## src/rtl/bmhq_pkg.sv

```systemverilog
// Package for the binary max-heap priority queue.
// Request and status codes, the compare select and data width; no dependencies.
`timescale 1ns / 1ps
`default_nettype none

package bmhq_pkg;

  localparam int unsigned DataW = 32;

  // Request codes; the fourth code is a no-op
  localparam logic [1:0] REQ_INSERT = 2'd0;
  localparam logic [1:0] REQ_POP    = 2'd1;
  localparam logic [1:0] REQ_PEEK   = 2'd2;

  // Status codes
  localparam logic [1:0] ST_OK    = 2'd0;
  localparam logic [1:0] ST_EMPTY = 2'd1;
  localparam logic [1:0] ST_FULL  = 2'd2;

  localparam logic signed [DataW-1:0] EMPTY_VALUE = -32'sd1;

  // Operand selection for the shared comparator
  typedef enum logic [1:0] {
    CMP_RISE  = 2'd0,  // parent < moving value
    CMP_CHILD = 2'd1,  // left child < right child
    CMP_SINK  = 2'd2   // moving value < larger child
  } cmp_sel_e;

endpackage

`default_nettype wire

```

## src/rtl/bmhq_cmp.sv

```systemverilog
// Shared signed comparator of the heap sequencer with its operand selection.
// Depends on bmhq_pkg.
`timescale 1ns / 1ps
`default_nettype none

module bmhq_cmp (
  input  wire bmhq_pkg::cmp_sel_e                     sel_i,
  input  wire logic signed [bmhq_pkg::DataW-1:0]      val_i,
  input  wire logic signed [bmhq_pkg::DataW-1:0]      rdata_i,
  input  wire logic signed [bmhq_pkg::DataW-1:0]      lval_i,
  input  wire logic signed [bmhq_pkg::DataW-1:0]      pval_i,
  output logic                                        lt_o
);

  logic signed [bmhq_pkg::DataW-1:0] a;
  logic signed [bmhq_pkg::DataW-1:0] b;

  always_comb begin
    unique case (sel_i)
      bmhq_pkg::CMP_RISE: begin
        a = rdata_i;
        b = val_i;
      end
      bmhq_pkg::CMP_CHILD: begin
        a = lval_i;
        b = rdata_i;
      end
      bmhq_pkg::CMP_SINK: begin
        a = val_i;
        b = pval_i;
      end
      default: begin
        a = val_i;
        b = val_i;
      end
    endcase
  end

  assign lt_o = (a < b);

endmodule

`default_nettype wire
```

## config.mk

```make
export PLATFORM = sky130hd
export DESIGN_NAME = bmhq_cmp
export DESIGN_NICKNAME = d
export VERILOG_FILES = /design/src/rtl/bmhq_pkg.sv /design/src/rtl/bmhq_cmp.sv
export SDC_FILE = /design/constraint.sdc
export NUM_CORES = 1
export LEC_CHECK = 0
export ABC_AREA = 1
export BUFFER_PORTS_ARGS = -buffer_cell sky130_fd_sc_hd__buf_2
export CORE_MARGIN = 2
export CORE_UTILIZATION = 44
export DETAILED_ROUTE_END_ITERATION = 7
export PLACE_DENSITY = 0.84
export SLEW_MARGIN = 20
export SYNTH_ARGS = -nofsm -noshare
export SYNTH_HDL_FRONTEND = slang
export SYNTH_SLANG_ARGS = --single-unit
```

## constraint.sdc

```tcl
create_clock -name vclk -period 4.09
set_input_delay 0.818 -clock vclk [all_inputs]
set_output_delay 0.818 -clock vclk [all_outputs]
set_load 0.02 [all_outputs]
```

* Yosys cells after proc, flatten, opt, wreduce, memory -nomap -nowiden
Index checks and enable logic that the tools add are counted.
** Cells by class
- $lt $le $gt $ge :: 1
- Eq/ne operators :: 2
- Bitwise gates (word level) :: 0
- Divide/modulo/power cells :: 0
- Reductions and logical operators :: 1
- Add/subtract/negate cells :: 0
- $mul :: 0
- Shift operators :: 0
- Muxes and demuxes :: 2
** Operators by type and width (count)
- 32-bit case mux with 2 select lines :: 2
- 32-bit less-than comparator :: 1
- 2-bit by 1-bit equality test with 1-bit output (second input constant) :: 1
- 2-bit equality test (second input constant) :: 1
- 2-bit logical NOT :: 1
** Word-level totals
- Logic and storage cells :: 6
- Register bits after elaboration :: 0
- Output and inout bits :: 1
- Memories :: 0
- Bits in latches :: 0
- Bits of input ports :: 130
- RAM bits :: 0
- Memory bits (read-only) :: 0

* Depth between registers and ports, before layout
- Depth in word-level cells :: 3
- Depth in mapped cells :: 20
- Gate-level depth less buffers :: 18

* Worst setup path before layout
Ideal clock, no wire load.
- Path type :: in2out
- From :: input port sel_i[1]
- To :: output port lt_o
- Path slack :: 0.411 ns
- Path buffers :: 3
- Data arrival time :: 2.861 ns
- Required time :: 3.272 ns
- Stages on the path :: 15
- Path through :: inv_1 ha_1 buf_6 clkbuf_1 clkbuf_1 nand2_1 nand2_1 ha_1 nand2_1 nor4_1 and3_1 nand2_1 nand2_1 nand2_1 nand2_1
** On the way
- Cells in the longest elaborated chain, start to end :: 3
- Elaborated cells on any way between the ends :: 6
- Classes of those cells :: order compare: 1; eq/ne: 2; mux: 2; reduce/logical: 1
** Ends and longest elaborated chain
- from (decl) :: RTL line bmhq_cmp.sv:7 : input wire bmhq_pkg::cmp_sel_e sel_i,
- 2-bit by 1-bit equality test with 1-bit output (tied with other cells) :: RTL line bmhq_cmp.sv:19 : unique case (sel_i)
- 32-bit case mux with 2 select lines :: RTL line bmhq_cmp.sv:19
- 32-bit less-than comparator (*) :: RTL line bmhq_cmp.sv:39 : assign lt_o = (a < b);
- to (decl) :: RTL line bmhq_cmp.sv:12 : output logic lt_o
Mark *: on every way between the ends. The rest lies on a longest branch, timed or not.

* Worst setup path after layout
- From :: input port sel_i[0]
- To :: output port lt_o
The elaborated chain is that of the path after synthesis.

==> impl_summary.log <==
INFO  metric status = complete, no violations
INFO  metric share_seq_of_total_power = 0
INFO  metric layout.clock_buffers = 0
INFO  metric antenna_found_initial = 0
INFO  metric gr-total-overflow = 0
INFO  metric power_density = around 140 nW/um^2
INFO  metric grt_pass1_wl = 9956 um
INFO  metric routed_wirelength = about 6400 um
INFO  metric synth_common_cells = nand2_1 (162), nand3_1 (39), ha_1 (34)
INFO  metric synthMostInstantiatedCell = nand2_1
INFO  metric drt_drc_violations_left = 0
INFO  metric drive_above_1_share = 0.3140
INFO  metric p_clk_frac = 0
INFO  metric syn_area = 1917 um^2
INFO  metric nets = 650
INFO  metric floorplan.die_area = 4901 um^2
INFO  metric routed_via_density = around 5.4
INFO  metric timing.critical_path.to_type = output pin
INFO  metric area_delta_synth_final = 43.86%
INFO  metric starting_density_of_the_core = 0.4495
INFO  metric setup_repair_after_global_routing_missed_its_margin = no
INFO  metric final_core_util = 0.6467
INFO  metric syn_inst = ~360
INFO  metric largest_net_degree_at_the_start_of_global_routing = just over 60
INFO  metric min_period_over_period = 0.9419
INFO  metric drt_iter0_drc = approximately 220
INFO  metric yosysWarningCount = 0
INFO  metric fp.coreArea = between 4000 and 5000 um^2
INFO  metric synth_top_area_frac = 0.3172
INFO  metric ws_path_type = in -> out
INFO  metric worst-endpoint-required = 3.27 ns
INFO  metric dpl_cell_area = approximately 2600 um^2
INFO  metric hold_viol = 0
INFO  metric antenna_left = 0
INFO  metric synthesis.area_per_instance = 5.266 um^2
INFO  metric average_wire_per_standard_cell = 11.90 um
INFO  metric rows = 24
INFO  metric final_area = roughly 2800 um^2
INFO  metric seq_cell_count = 0
INFO  metric finalNonFillerCells = approximately 540
INFO  metric power.leakage = approximately 1.5 nW
INFO  metric maxSlewViolCount = 0
INFO  metric holdCritPathClass = in -> out
INFO  metric n_fill_cell = between 400 and 500
INFO  metric synth_seq_area_share = 0
INFO  metric crit_fanout = 20
INFO  metric die_h = ~70 um
INFO  metric power_switching = between 0.2 and 0.25 mW
INFO  metric internal_power = between 0.15 and 0.2 mW
INFO  metric ir_drop = 0.09922 mV
INFO  metric insertedDiodeCount = 0
INFO  metric yosys.area.top_type = nand2_1
INFO  metric placement.io_buffers = ~130
INFO  metric multi_input_comb_area = about 1800 um^2
INFO  metric synth_area_leaders = nand2_1 (32%), ha_1 (22%), nand3_1 (10%)
INFO  metric cap_violations = 0
INFO  metric worst-slew-pin-transition = 0.2295 ns
INFO  metric boundaryPins = 131
INFO  metric number_of_search_and_repair_iterations_in_the_first_detailed_routing_pass = 6
INFO  metric hold-worst-slack = 2.356 ns
INFO  metric timing.final.setup_violations = 0
INFO  metric fp.dieW = ~70 um
INFO  metric post_syn_nets = between 500 and 600
INFO  metric hpwlAfterDp = just under 5000 um
INFO  metric overall_global_routing_resource_usage = 0.2297
INFO  metric dp.cells = 533
INFO  metric slew_headroom = 0.8454
INFO  metric power_frac_comb = 1.000
INFO  metric crit_arrival = 3.03 ns
INFO  metric final.setup.tns = 0 ns
INFO  metric sort_of_element_at_the_start_of_the_critical_path = input pin
INFO  metric vias_in_the_first_global_route = ~2600
INFO  metric achievable-frequency = 0.2596 GHz
INFO  metric count_of_vias_placed_by_the_detailed_router = roughly 2900
INFO  metric final.min_clock_period = around 3.9 ns
INFO  metric synth.lib_cells_used.distinct = 21
INFO  metric place.gp.congestion = ~0.83
INFO  metric sw_frac_of_total = 0.5407
INFO  metric regArea = 0 um^2
metal layers:
metal	share of wire	track usage
met4	0.0099	0.05342
met3	0.073	0.01154
met1	0.40	0.2656
met5	0	0
met2	0.51	0.4550
cells by family after synthesis:
kind of cell	Yosys count	synth area share
compound gates	77	0.2389
simple gates	217	0.4602
buf+inv	36	0.07897
fa+ha+maj	34	0.2219
metrics by stage:
| step | total power, mW | setup WS [ns] |
|---|---|---|
| global route | 0.4509 | 0.006888 |
| finish | 0.3970 | 0.2376 |
| CTS | 0.3768 | 0.07084 |
| detailed placement | 0.3733 | -0.01446 |
| floorplan | 0.2393 | 0.4113 |
| global placement | 0.3616 | 0.1317 |
area by class of cell:
type | instances | area share
multi-input combinational | 328 | 0.6593
timing repair buffer | 143 | 0.2995
tap | 52 | 0.02359
inverter | 13 | 0.01770
layout by cell type, fill, tap and decap left out:
cell type,netlist,layout
a211oi_1,1,1
a21oi_1,15,14
a21oi_2,0,1
a22oi_1,16,16
and3_1,1,1
buf_12,0,5
buf_2,1,131
buf_4,0,6
clkbuf_16,0,1
ha_1,34,31
ha_4,0,3
inv_1,12,10
inv_2,1,3
nand2_1,162,162
nand3_1,39,39
nand3b_1,1,1
nand4_1,2,2
nor2_1,9,9
nor2_4,0,1
nor4_1,2,1
nor4_2,0,1
o211ai_1,12,12
o21ai_0,30,30
o21ai_1,3,3
power by group through the flow:
stage | Clock [mW] | Combinational, mW | Sequential, mW
2_1_floorplan | 0 | 0.239 | 0
3_3_place_gp | 0 | 0.362 | 0
3_5_place_dp | 0 | 0.373 | 0
4_1_cts | 0 | 0.377 | 0
5_1_grt | 0 | 0.451 | 0
6_report | 0 | 0.397 | 0
critical path, cell delays in order:
cell and delay, ns:
buf_2 0.12, inv_2 0.07, ha_4 0.18, nor2_4 0.22, buf_12 0.19, a22oi_1 0.07, nand2_1 0.08, ha_1 0.26
a21oi_2 0.15, nor2_1 0.05, a211oi_1 0.17, nand2_1 0.09, nand2_1 0.06, nand2_1 0.06, nand2_1 0.09, nand2_1 0.07
nand2_1 0.07, nand2_1 0.06, buf_2 0.15
path summary, 6_finish.rpt:
check                      start   end  slack, ns  cells past startpoint
worst max-delay path    sel_i[0]  lt_o       0.24                     19
worst min-delay path  lval_i[31]  lt_o       2.36                      7
what timing repair did:
action,in CTS,in global routing
resized for setup,1,15
hold buffers,0,0
setup endpoints to repair,1,1
endpoints found under the hold margin,0,0
pin swaps,0,3
cloned,0,1
setup buffers,0,2
Note: power is estimated with default switching activity, not from simulation.
